[src/rtl/core/ptb_pkg.sv]
// ptb_pkg: shared types and constants for the periodic timer bank
// used by the channel interfaces, the timer cell and the top level
`timescale 1ns / 1ps

package ptb_pkg;

   localparam int OP_W     = 3;
   localparam int IDX_W    = 8;
   localparam int NOW_W    = 32;
   localparam int PERIOD_W = 32;
   localparam int MASK_W   = 8;

   localparam logic [OP_W-1:0] OP_SCAN    = 3'd0;
   localparam logic [OP_W-1:0] OP_BEGIN   = 3'd1;
   localparam logic [OP_W-1:0] OP_RESTAMP = 3'd2;
   localparam logic [OP_W-1:0] OP_HALT    = 3'd3;
   localparam logic [OP_W-1:0] OP_RESUME  = 3'd4;

   // command and partial result handed from cell to cell
   typedef struct packed {
      logic                valid;
      logic [OP_W-1:0]     opcode;
      logic [IDX_W-1:0]    timer_index;
      logic [PERIOD_W-1:0] period_ms;
      logic                handler_present;
      logic                start_now;
      logic                accepted;
      logic [MASK_W-1:0]   fired_mask;
      logic [MASK_W-1:0]   active_mask;
   } cmd_type;

endpackage

[src/rtl/core/ptb_ifs.sv]
// ptb_req_if and ptb_rsp_if: valid/ready channels of the periodic timer bank
// depends on ptb_pkg
`timescale 1ns / 1ps

interface ptb_req_if;
   import ptb_pkg::*;

   logic                valid;
   logic                ready;
   logic [OP_W-1:0]     opcode;
   logic [IDX_W-1:0]    timer_index;
   logic [NOW_W-1:0]    now_ms;
   logic [PERIOD_W-1:0] period_ms;
   logic                handler_present;
   logic                start_now;

   modport source (
      output valid, opcode, timer_index, now_ms, period_ms, handler_present, start_now,
      input  ready
   );
   modport sink (
      input  valid, opcode, timer_index, now_ms, period_ms, handler_present, start_now,
      output ready
   );
endinterface

interface ptb_rsp_if;
   import ptb_pkg::*;

   logic              valid;
   logic              ready;
   logic [MASK_W-1:0] fired_mask;
   logic [MASK_W-1:0] active_mask;
   logic              accepted;

   modport source (
      output valid, fired_mask, active_mask, accepted,
      input  ready
   );
   modport sink (
      input  valid, fired_mask, active_mask, accepted,
      output ready
   );
endinterface

[src/rtl/core/ptb_cell.sv]
// ptb_cell: one timer of the bank, applies the passing item to its own state
// and hands the item with its partial masks to the next cell; uses ptb_pkg
`timescale 1ns / 1ps

module ptb_cell #(
   parameter int TIME_BITS  = 32,
   parameter int CELL_INDEX = 0
) (
   input  logic                   clock,
   input  logic                   reset,
   input  logic                   stall,
   input  ptb_pkg::cmd_type       cmd_in,
   input  logic [TIME_BITS-1:0]   now_in,
   output ptb_pkg::cmd_type       cmd_out,
   output logic [TIME_BITS-1:0]   now_out
);
   import ptb_pkg::*;

   localparam int CMP_W = (TIME_BITS > PERIOD_W) ? TIME_BITS : PERIOD_W;
   localparam logic [MASK_W-1:0] CELL_BIT =
      (CELL_INDEX < MASK_W) ? (MASK_W'(1) << CELL_INDEX) : '0;

   logic [PERIOD_W-1:0]  period_ff, period_in;
   logic [TIME_BITS-1:0] stamp_ff, stamp_in;
   logic                 active_ff, active_in;
   logic                 start_ff, start_in;
   logic                 handler_ff, handler_in;
   cmd_type              cmd_ff, cmd_in_next;
   logic [TIME_BITS-1:0] now_ff;

   logic [TIME_BITS-1:0] elapsed;
   logic                 visit;
   logic                 hit;
   logic                 eligible;
   logic                 due;
   logic                 fire;

   always_comb begin
      elapsed  = now_in - stamp_ff;
      visit    = cmd_in.valid && !stall;
      hit      = (cmd_in.timer_index == IDX_W'(CELL_INDEX));
      eligible = (period_ff != '0) && handler_ff && active_ff;
      due      = (CMP_W'(elapsed) >= CMP_W'(period_ff)) || start_ff;

      period_in  = period_ff;
      stamp_in   = stamp_ff;
      active_in  = active_ff;
      start_in   = start_ff;
      handler_in = handler_ff;
      fire       = 1'b0;

      if (visit) begin
         unique case (cmd_in.opcode)
            OP_SCAN: begin
               if (eligible && due) begin
                  fire     = 1'b1;
                  stamp_in = now_in;
                  start_in = 1'b0;
               end
            end
            OP_BEGIN: begin
               if (hit) begin
                  period_in  = cmd_in.period_ms;
                  handler_in = cmd_in.handler_present;
                  start_in   = cmd_in.start_now;
                  stamp_in   = now_in;
                  active_in  = 1'b1;
               end
            end
            OP_RESTAMP: begin
               if (hit) begin
                  stamp_in = now_in;
               end
            end
            OP_HALT: begin
               if (hit) begin
                  active_in = 1'b0;
               end
            end
            OP_RESUME: begin
               if (hit && !active_ff) begin
                  active_in = 1'b1;
                  stamp_in  = now_in;
               end
            end
            default: begin
            end
         endcase
      end

      cmd_in_next = cmd_in;
      if (fire) begin
         cmd_in_next.fired_mask = cmd_in.fired_mask | CELL_BIT;
      end
      if (active_in) begin
         cmd_in_next.active_mask = cmd_in.active_mask | CELL_BIT;
      end
   end

   always_ff @(posedge clock) begin
      if (reset) begin
         period_ff  <= '0;
         stamp_ff   <= '0;
         active_ff  <= 1'b1;
         start_ff   <= 1'b0;
         handler_ff <= 1'b0;
      end else begin
         period_ff  <= period_in;
         stamp_ff   <= stamp_in;
         active_ff  <= active_in;
         start_ff   <= start_in;
         handler_ff <= handler_in;
      end
   end

   always_ff @(posedge clock) begin
      if (reset) begin
         cmd_ff <= '0;
      end else if (!stall) begin
         cmd_ff <= cmd_in_next;
      end
   end

   always_ff @(posedge clock) begin
      if (!stall) begin
         now_ff <= now_in;
      end
   end

   assign cmd_out = cmd_ff;
   assign now_out = now_ff;

endmodule

[src/rtl/core/periodic_timer_bank_top.sv]
// periodic_timer_bank_top: bank of periodic timers built as a row of timer cells
// depends on ptb_pkg, ptb_req_if, ptb_rsp_if and ptb_cell
//
// usage
//    req carries one command item: scan, begin, restamp, halt or resume, with the
//    current millisecond time. rsp returns exactly one item per command: the mask
//    of timers that fired in a scan, the mask of active timers after the command
//    and an accepted flag that drops for an addressed timer index out of range.
//    an accepted item walks the cell row, visiting one timer per cycle, then lands
//    in the rsp output register, which drives rsp valid. one item is in the row
//    at a time, so a new item is taken only once the previous one has left the
//    row; the row length sets how long that takes. req is ready again while the
//    previous result still waits in the output register. if rsp stalls with the
//    register full, the finished item holds at the end of the row and req stays
//    low until it moves on.
//    reset is synchronous: all periods, stamps, start and handler bits clear, all
//    timers come up active, both channels empty.
`timescale 1ns / 1ps

module periodic_timer_bank_top #(
   parameter int NUM_TIMERS = 8,
   parameter int TIME_BITS  = 32
) (
   input  logic clock,
   input  logic reset,
   ptb_req_if.sink   req,
   ptb_rsp_if.source rsp
);
   import ptb_pkg::*;

   cmd_type              chain [NUM_TIMERS+1];
   logic [TIME_BITS-1:0] now_chain [NUM_TIMERS+1];

   logic              busy_ff, busy_in;
   logic              rsp_valid_ff, rsp_valid_in;
   logic [MASK_W-1:0] rsp_fired_ff;
   logic [MASK_W-1:0] rsp_active_ff;
   logic              rsp_accepted_ff;

   logic    take;
   logic    stall;
   logic    tail_move;
   logic    addressed;
   cmd_type head;

   always_comb begin
      take      = req.valid && !busy_ff;
      addressed = (req.opcode == OP_BEGIN) || (req.opcode == OP_RESTAMP) ||
                  (req.opcode == OP_HALT) || (req.opcode == OP_RESUME);

      head                 = '0;
      head.valid           = take;
      head.opcode          = req.opcode;
      head.timer_index     = req.timer_index;
      head.period_ms       = req.period_ms;
      head.handler_present = req.handler_present;
      head.start_now       = req.start_now;
      head.accepted        = !(addressed && (req.timer_index >= IDX_W'(NUM_TIMERS)));

      stall     = chain[NUM_TIMERS].valid && rsp_valid_ff && !rsp.ready;
      tail_move = chain[NUM_TIMERS].valid && !stall;

      priority if (take) begin
         busy_in = 1'b1;
      end else if (tail_move) begin
         busy_in = 1'b0;
      end else begin
         busy_in = busy_ff;
      end

      priority if (tail_move) begin
         rsp_valid_in = 1'b1;
      end else if (rsp.ready) begin
         rsp_valid_in = 1'b0;
      end else begin
         rsp_valid_in = rsp_valid_ff;
      end
   end

   assign chain[0]     = head;
   assign now_chain[0] = TIME_BITS'(req.now_ms);

   for (genvar i = 0; i < NUM_TIMERS; i++) begin : g_cell
      ptb_cell #(
         .TIME_BITS  (TIME_BITS),
         .CELL_INDEX (i)
      ) u_cell (
         .clock   (clock),
         .reset   (reset),
         .stall   (stall),
         .cmd_in  (chain[i]),
         .now_in  (now_chain[i]),
         .cmd_out (chain[i+1]),
         .now_out (now_chain[i+1])
      );
   end

   always_ff @(posedge clock) begin
      if (reset) begin
         busy_ff      <= 1'b0;
         rsp_valid_ff <= 1'b0;
      end else begin
         busy_ff      <= busy_in;
         rsp_valid_ff <= rsp_valid_in;
      end
   end

   always_ff @(posedge clock) begin
      if (tail_move) begin
         rsp_fired_ff    <= chain[NUM_TIMERS].fired_mask;
         rsp_active_ff   <= chain[NUM_TIMERS].active_mask;
         rsp_accepted_ff <= chain[NUM_TIMERS].accepted;
      end
   end

   assign req.ready       = !busy_ff;
   assign rsp.valid       = rsp_valid_ff;
   assign rsp.fired_mask  = rsp_fired_ff;
   assign rsp.active_mask = rsp_active_ff;
   assign rsp.accepted    = rsp_accepted_ff;

endmodule

[src/flat_wrapper.sv]
// flat-port wrapper written by rule: the top's interface ports become plain ports
module periodic_timer_bank_top_flat import ptb_pkg::*;
#(
   parameter int NUM_TIMERS = 8,
   parameter int TIME_BITS  = 32
)
  (clock, reset, req_valid, req_opcode, req_timer_index, req_now_ms, req_period_ms, req_handler_present, req_start_now, req_ready, rsp_valid, rsp_fired_mask, rsp_active_mask, rsp_accepted, rsp_ready);
  ptb_req_if req_i ();
  ptb_rsp_if rsp_i ();
  input  logic clock;
  input  logic reset;
  input wire logic [$bits(req_i.valid)-1:0] req_valid;
  input wire logic [$bits(req_i.opcode)-1:0] req_opcode;
  input wire logic [$bits(req_i.timer_index)-1:0] req_timer_index;
  input wire logic [$bits(req_i.now_ms)-1:0] req_now_ms;
  input wire logic [$bits(req_i.period_ms)-1:0] req_period_ms;
  input wire logic [$bits(req_i.handler_present)-1:0] req_handler_present;
  input wire logic [$bits(req_i.start_now)-1:0] req_start_now;
  output wire logic [$bits(req_i.ready)-1:0] req_ready;
  output wire logic [$bits(rsp_i.valid)-1:0] rsp_valid;
  output wire logic [$bits(rsp_i.fired_mask)-1:0] rsp_fired_mask;
  output wire logic [$bits(rsp_i.active_mask)-1:0] rsp_active_mask;
  output wire logic [$bits(rsp_i.accepted)-1:0] rsp_accepted;
  input wire logic [$bits(rsp_i.ready)-1:0] rsp_ready;
  assign req_i.valid = req_valid;
  assign req_i.opcode = req_opcode;
  assign req_i.timer_index = req_timer_index;
  assign req_i.now_ms = req_now_ms;
  assign req_i.period_ms = req_period_ms;
  assign req_i.handler_present = req_handler_present;
  assign req_i.start_now = req_start_now;
  assign req_ready = req_i.ready;
  assign rsp_valid = rsp_i.valid;
  assign rsp_fired_mask = rsp_i.fired_mask;
  assign rsp_active_mask = rsp_i.active_mask;
  assign rsp_accepted = rsp_i.accepted;
  assign rsp_i.ready = rsp_ready;
  periodic_timer_bank_top #(.NUM_TIMERS(NUM_TIMERS), .TIME_BITS(TIME_BITS)) u_core (.clock(clock), .reset(reset), .req(req_i), .rsp(rsp_i));
endmodule
[config.mk]
export PLATFORM = sky130hd
export DESIGN_NAME = periodic_timer_bank_top_flat
export DESIGN_NICKNAME = d
export VERILOG_FILES = /design/src/rtl/core/ptb_pkg.sv /design/src/rtl/core/ptb_ifs.sv /design/src/rtl/core/ptb_cell.sv /design/src/rtl/core/periodic_timer_bank_top.sv /design/src/flat_wrapper.sv
export SDC_FILE = /design/constraint.sdc
export NUM_CORES = 2
export LEC_CHECK = 0
export ABC_AREA = 1
export CORE_ASPECT_RATIO = 1.2
export CORE_MARGIN = 2
export CORE_UTILIZATION = 41
export CTS_CLUSTER_DIAMETER = 60
export DETAILED_ROUTE_END_ITERATION = 12
export DONT_BUFFER_PORTS = 1
export GPL_TIMING_DRIVEN = 0
export MAX_ROUTING_LAYER = met4
export PLACE_DENSITY = 0.52
export SLEW_MARGIN = 25
export SYNTH_ARGS = -nofsm -noshare
export SYNTH_HDL_FRONTEND = slang
export SYNTH_SLANG_ARGS = --single-unit
[constraint.sdc]
create_clock -name clock -period 19.35 [get_ports clock]
set_input_delay 0 -clock clock [delete_from_list [all_inputs] [get_ports clock]]
set_output_delay 0 -clock clock [all_outputs]
set_load 0.03 [all_outputs]
# After elaboration in Yosys (flattened, before gate mapping)
# Index checks and enable logic that the tools add are counted.
# totals
output_inout_bits	19
regBits	1212
elab_cells	482
input_bits	81
# classes
n_lt_le_gt_ge	9
muxes	140
n_eq_ne	71
reduce_logical	135
add_sub_neg	8
# ops
cell	count
$mux W32	24
$pmux W32 S3	8
$ge A32 B32 Y1	8
$reduce_bool A32 Y1	8
$sub A32 B32 Y32	8
$mux W1	78
$eq A3 B2 Y1 const B	16
$ne A2 B2 Y1 const B	24
$logic_and A1 B1 Y1	45
$reduce_and A5 Y1	8
$eq A8 B3 Y1 const B	4
$reduce_and A4 Y1	8
$eq A3 B1 Y1 const B	8
$eq A3 B3 Y1 const B	8
$logic_not A3 Y1	8
$pmux W1 S3	8
$reduce_and A3 Y1	8
$reduce_bool A3 Y1	8
$reduce_bool A2 Y1	10
$eq A8 B2 Y1 const B	2
$mux W8	2
$ne A2 B1 Y1 const B	8
$pmux W1 S2	8
$reduce_or A2 Y1	8
11 further kinds	38

# Depth between registers and ports, before layout
# logic_depth
depth_word	8
mapped_depth	32
ltp_nobuf	31

# Cells and area by module
# Synthesis repeated with hierarchy kept, for this count alone.
# hier_totals
hier_cells	9037
hier_area_um2	69257.7
# by_module_without_submodules
mod	n_inst	cells_each	area_per_inst_um2	seq_area_each_um2
ptb_cell at u_core.g_cell[5].u_cell	1	1116	8745.9	3563.4
ptb_cell at u_core.g_cell[0].u_cell	1	1122	8693.3	3563.4
ptb_cell at u_core.g_cell[4].u_cell	1	1120	8600.7	3563.4
ptb_cell at u_core.g_cell[7].u_cell	1	1125	8562.0	3563.4
ptb_cell at u_core.g_cell[1].u_cell	1	1155	8546.9	3563.4
ptb_cell at u_core.g_cell[6].u_cell	1	1128	8530.7	3563.4
ptb_cell at u_core.g_cell[3].u_cell	1	1119	8481.9	3563.4
ptb_cell at u_core.g_cell[2].u_cell	1	1114	8454.4	3563.4
periodic_timer_bank_top	1	38	641.9	550.5

# Least setup slack after synthesis
# OpenSTA, ideal clock, no wires.
# synth_timing
kind	reg-to-reg
from	register u_core.rsp_valid_ff (netlist: u_core.rsp.valid)
to	register u_core.g_cell[1].u_cell.cmd_ff (netlist bit u_core.g_cell[1].u_cell.cmd_out[60])
path_slack_ns	11.369
setup_ns	0.408
t_arrival_ns	7.573
required_ns	18.942
path_buffers	3
path_stages_with_launch	8
synth_period_minus_slack_ns	7.981
cell_sequence	dfxtp_1 -> nand2_2 -> nor2_4 -> inv_2 -> buf_6 -> clkbuf_1 -> clkbuf_1 -> a21oi_1
# synth_via
elab_chain_cells	2
# synth_rtl
item	line	rtl
from (decl)	periodic_timer_bank_top.sv:35	logic rsp_valid_ff, rsp_valid_in;
from (signal assigned)	periodic_timer_bank_top.sv:104	rsp_valid_ff <= rsp_valid_in;
$logic_and A1 B1 Y1 (2 in series)	periodic_timer_bank_top.sv:60	stall = chain[NUM_TIMERS].valid && rsp_valid_ff && !rsp.ready;
to (signal assigned)	ptb_cell.sv:120	cmd_ff <= cmd_in_next;
to (decl)	ptb_cell.sv:28	cmd_type cmd_ff, cmd_in_next;
# No other way between the ends.
# A chain may end at the register's enable or synchronous reset.

# Worst setup path after layout
# layout_timing
from	register u_core.g_cell[1].u_cell.now_ff[0]
to	register u_core.g_cell[2].u_cell.stamp_ff[26]
# layout_via
elab_chain_cells	6
# layout_rtl
item	line	rtl
from (decl)	ptb_cell.sv:29	logic [TIME_BITS-1:0] now_ff;
from (signal assigned)	ptb_cell.sv:126	now_ff <= now_in;
$sub A32 B32 Y32	ptb_cell.sv:39	elapsed = now_in - stamp_ff;
$ge A32 B32 Y1	ptb_cell.sv:43	due = (CMP_W'(elapsed) >= CMP_W'(period_ff)) || start_ff;
$logic_or A1 B1 Y1	ptb_cell.sv:43	
$logic_and A1 B1 Y1	ptb_cell.sv:55	if (eligible && due) begin
$ne A2 B2 Y1 (no line)	--	
$reduce_and A5 Y1 (no line)	--	
to (signal assigned)	ptb_cell.sv:109	stamp_ff <= stamp_in;
to (decl)	ptb_cell.sv:24	logic [TIME_BITS-1:0] stamp_ff, stamp_in;
# No other way between the ends.

==> out/results.txt <==
Status -> finished clean
DP Wirelength -> 183000 um
Sequential area share after synthesis -> 0.411
Cells on worst reg2reg path -> 29
Total gr overflow -> 0
Initial antenna violation count -> 11
Worst Setup Path Type -> reg -> reg
Fin nets -> 9334
Max_slew headroom -> 0.249
GRT Total Usage -> 0.293
Yosys reg bits -> 1182
Register Area -> 0.0261 mm^2
Area after DPL -> 0.0662 mm^2
Fin crit share -> 0.268
Drt initial violations -> 3736
Number of enable flip-flop cells after synthesis -> 241
Layout Utilization -> 0.471
Num CTS Buffers -> 139
Max frequency -> 193 MHz
Synthesized Nets -> 9024
Core Footprint -> 0.154 mm^2
Setup TNS -> 0 ns
Fin. Hold Viols -> 0
First-pass iteration count of the detailed router -> 5
Cell variety after synth -> 52
Minimum clock period -> 5.19 ns
Avg Vias per Cell -> 5.20
Startpoint Class -> register
Initial Util -> 0.412
Die area -> 0.158 mm^2
Post-synth top area cell -> dfxtp_1
Pwr per Cell Area -> 84.3 mW/mm^2
Post-synth top area share -> 0.297
Critical R2R Capture -> u_core.g_cell[2].u_cell.stamp_ff[26]
Top Ports -> 100
Most used DFF post-synth -> dfxtp_1
Clock-pin transition on the worst setup and hold timing paths -> 0.06 ns
CP max stage delay -> 0.56 ns
Dominant cells by area after synthesis -> dfxtp_1 (30%), edfxtp_1 (11%), ha_1 (9.9%), a21oi_1 (7.8%), nand2_1 (6.9%)
Max H-tree Level -> 4
Hold Crit Endpoint -> u_core.g_cell[0].u_cell.now_out[7]
CP bufs+invs -> 5
Worst EP arrival -> 5.86 ns
Slew of the pin with the lowest slew margin -> 1.13 ns
Vias in the first global route -> 54295
Routed len/inst -> 20.9 um
Crit path capture type -> register
Post-Syn Area -> 0.0634 mm^2
Final wirelength -> 227000 um
Skew-Pair Late Insertion Delay -> 0.80 ns
Layout cells sized above 1 -> 0.0416
Synth Instances -> 8431
Die X -> 363 um
Via Count -> 56470
Slowest CP cell -> clkbuf_1
RSZ-0062 raised after global routing -> false
Max Cap Viol -> 0
Drt drc -> 0
Final Skew -> 0.0416 ns
Area occupied by multi-input gates -> 0.0315 mm^2
Reg2Reg Launch Point -> u_core.g_cell[1].u_cell.now_out[0]
Yosys warning total -> 0
Final Instance Area -> 0.0725 mm^2
Crit-path most repeated cell -> nand2_1
IO Port Bufs -> 0
R2R setup slack -> 14.16 ns
TritonCTS clock tree -> yes
Max rail drop VDD -> 100 uV
RD Place Congestion -> 0.949
Async set or reset register ratio after synthesis -> 0
First-pass GRT wire length -> 338000 um
Setup-failing EPs final -> 0
Largest net degree at the start of global routing -> 45
Leak pwr -> 30.9 nW
Cell family with most CP delay -> simple AND/OR/NAND/NOR gates
Maximum fanout along the worst path -> 10
Final ANT Viol Nets -> 0
Type of the worst min-delay path -> in -> reg
Die Span Y -> 435 um
Critical Path RT -> 20.02 ns
Post-Syn Area per Cell -> 7.52 um^2
Clock Path Buffers -> 3
Fill count -> 15581
Synth-to-Final Area Change -> 14.3%
Sink Count -> 1182
Hold path cells -> 1
Hold path startpoint -> req_now_ms[7]
Final Max Tran Viols -> 0
Row count -> 158
Root Driver -> clkbuf_16
[per-layer routing]
metal,wire (um),vias up,GRT usage
met5,0,-,-
met4,12300,0,0.139
met3,7730,423,0.0327
met2,115000,1173,0.516
met1,92000,26338,0.328
li1,-,28536,-
[state kept, by name, indices dropped and copies added (netlist names)]
register,cells
u_core.g_cell.u_cell.cmd_out,403
u_core.g_cell.u_cell.period_ff,256
u_core.g_cell.u_cell.stamp_ff,256
u_core.g_cell.u_cell.now_out,224
u_core.g_cell.u_cell.active_ff,8
u_core.g_cell.u_cell.handler_ff,8
u_core.g_cell.u_cell.start_ff,8
u_core.rsp.active_mask,8
u_core.rsp.fired_mask,8
u_core.busy_ff,1
u_core.rsp.accepted,1
u_core.rsp.valid,1
[where the power goes]
part	internal [mW]	switching, mW	total, mW
Combinational	0.282	0.479	0.762
Clock	1.58	1.13	2.71
Sequential	2.57	0.0754	2.64
[how the worst max path moves through the flow]
stage                                  startpoint                                    to  slack [ns]  cells after the start
2_1_floorplan                    u_core.rsp.valid   u_core.g_cell[1].u_cell.cmd_out[60]       11.37                      7
3_3_place_gp                     u_core.rsp.valid   u_core.g_cell[6].u_cell.cmd_out[53]        6.19                      7
3_5_place_dp   u_core.g_cell[1].u_cell.now_out[0]  u_core.g_cell[2].u_cell.stamp_ff[29]       14.13                     29
4_1_cts        u_core.g_cell[1].u_cell.now_out[0]  u_core.g_cell[2].u_cell.stamp_ff[29]       14.11                     29
5_1_grt        u_core.g_cell[1].u_cell.now_out[0]  u_core.g_cell[2].u_cell.stamp_ff[28]       13.67                     29
6_report       u_core.g_cell[1].u_cell.now_out[0]  u_core.g_cell[2].u_cell.stamp_ff[26]       14.16                     29
[stage by stage]
stage          total power [mW]  hold WS (ns)  cells  setup WS (ns)
6_report                   6.11        0.0412  10863          14.16
5_1_grt                    6.36        0.0120  10863          13.67
4_1_cts                    6.16      0.000765  10853          14.11
3_5_place_dp               3.42        0.0992  10440          14.13
3_3_place_gp               3.40        0.0992  10431           6.19
2_1_floorplan              3.16        0.0989   8431          11.37
[cell usage after synthesis, types with 38 or more instances]
cell type,count
nor3_1,69
a21oi_1,994
xor2_1,154
o21ai_0,804
nor4_1,59
edfxtp_1,241
nand2_1,1171
buf_2,80
nand3_1,305
a31oi_1,38
dfxtp_1,941
inv_1,1165
ha_1,504
nand3b_1,42
clkbuf_1,230
xnor2_1,64
nor2_1,1162
nand4_1,126
[layout make-up]
type | count | share of cell area
flip-flops and latches | 1182 | 0.360
well taps | 2000 | 0.0345
plain buffers | 346 | 0.0208
repair buffers | 169 | 0.0253
diodes | 10 | 0.000345
inverters | 1173 | 0.0607
multi-input cells | 5730 | 0.434
clock buffers | 187 | 0.0540
clock inverters | 66 | 0.0103
[logic make-up after synthesis]
logic type	Yosys count	synth area share
buffers and inverters	1519	0.0929
DFF	1182	0.411
adders and majority gates	512	0.102
AOI/OAI and AO/OA	2042	0.171
and+or+nand+nor	2958	0.193
xor gates and xnor gates	218	0.0301
[worst register-to-register path, delay by kind of cell (launching register included)]
family | cells | cell delay (ns)
flops | 1 | 0.47
buf+inv | 5 | 0.92
compound gates | 2 | 0.62
simple gates | 19 | 2.18
fa+ha+maj | 3 | 0.89
[repair_timing]
item / CTS / global route
hold endpoints to repair: 182 / 0
resized for setup: 0 / 0
setup buffers: 0 / 0
hold buffers: 160 / 0
[cells in the final DEF (no fill, tap or decap), drive strengths merged, types with 11 or more instances in the layout]
cell            n
inv          1186
nand2        1176
nor2         1164
a21oi         995
dfxtp         941
o21ai         816
ha            504
clkbuf        417
nand3         305
edfxtp        241
dlygate4sd3   160
xor2          154
nand4         126
buf           125
nor3           70
xnor2          64
nor4           59
nand3b         42
a31oi          38
clkinv         37
o21bai         35
a21o           31
o21a           30
o211ai         21
a211oi         17
a21boi         14
or2            11
a221oi         11
bufinv         11
No activity file was read; power rests on OpenSTA's default activity.
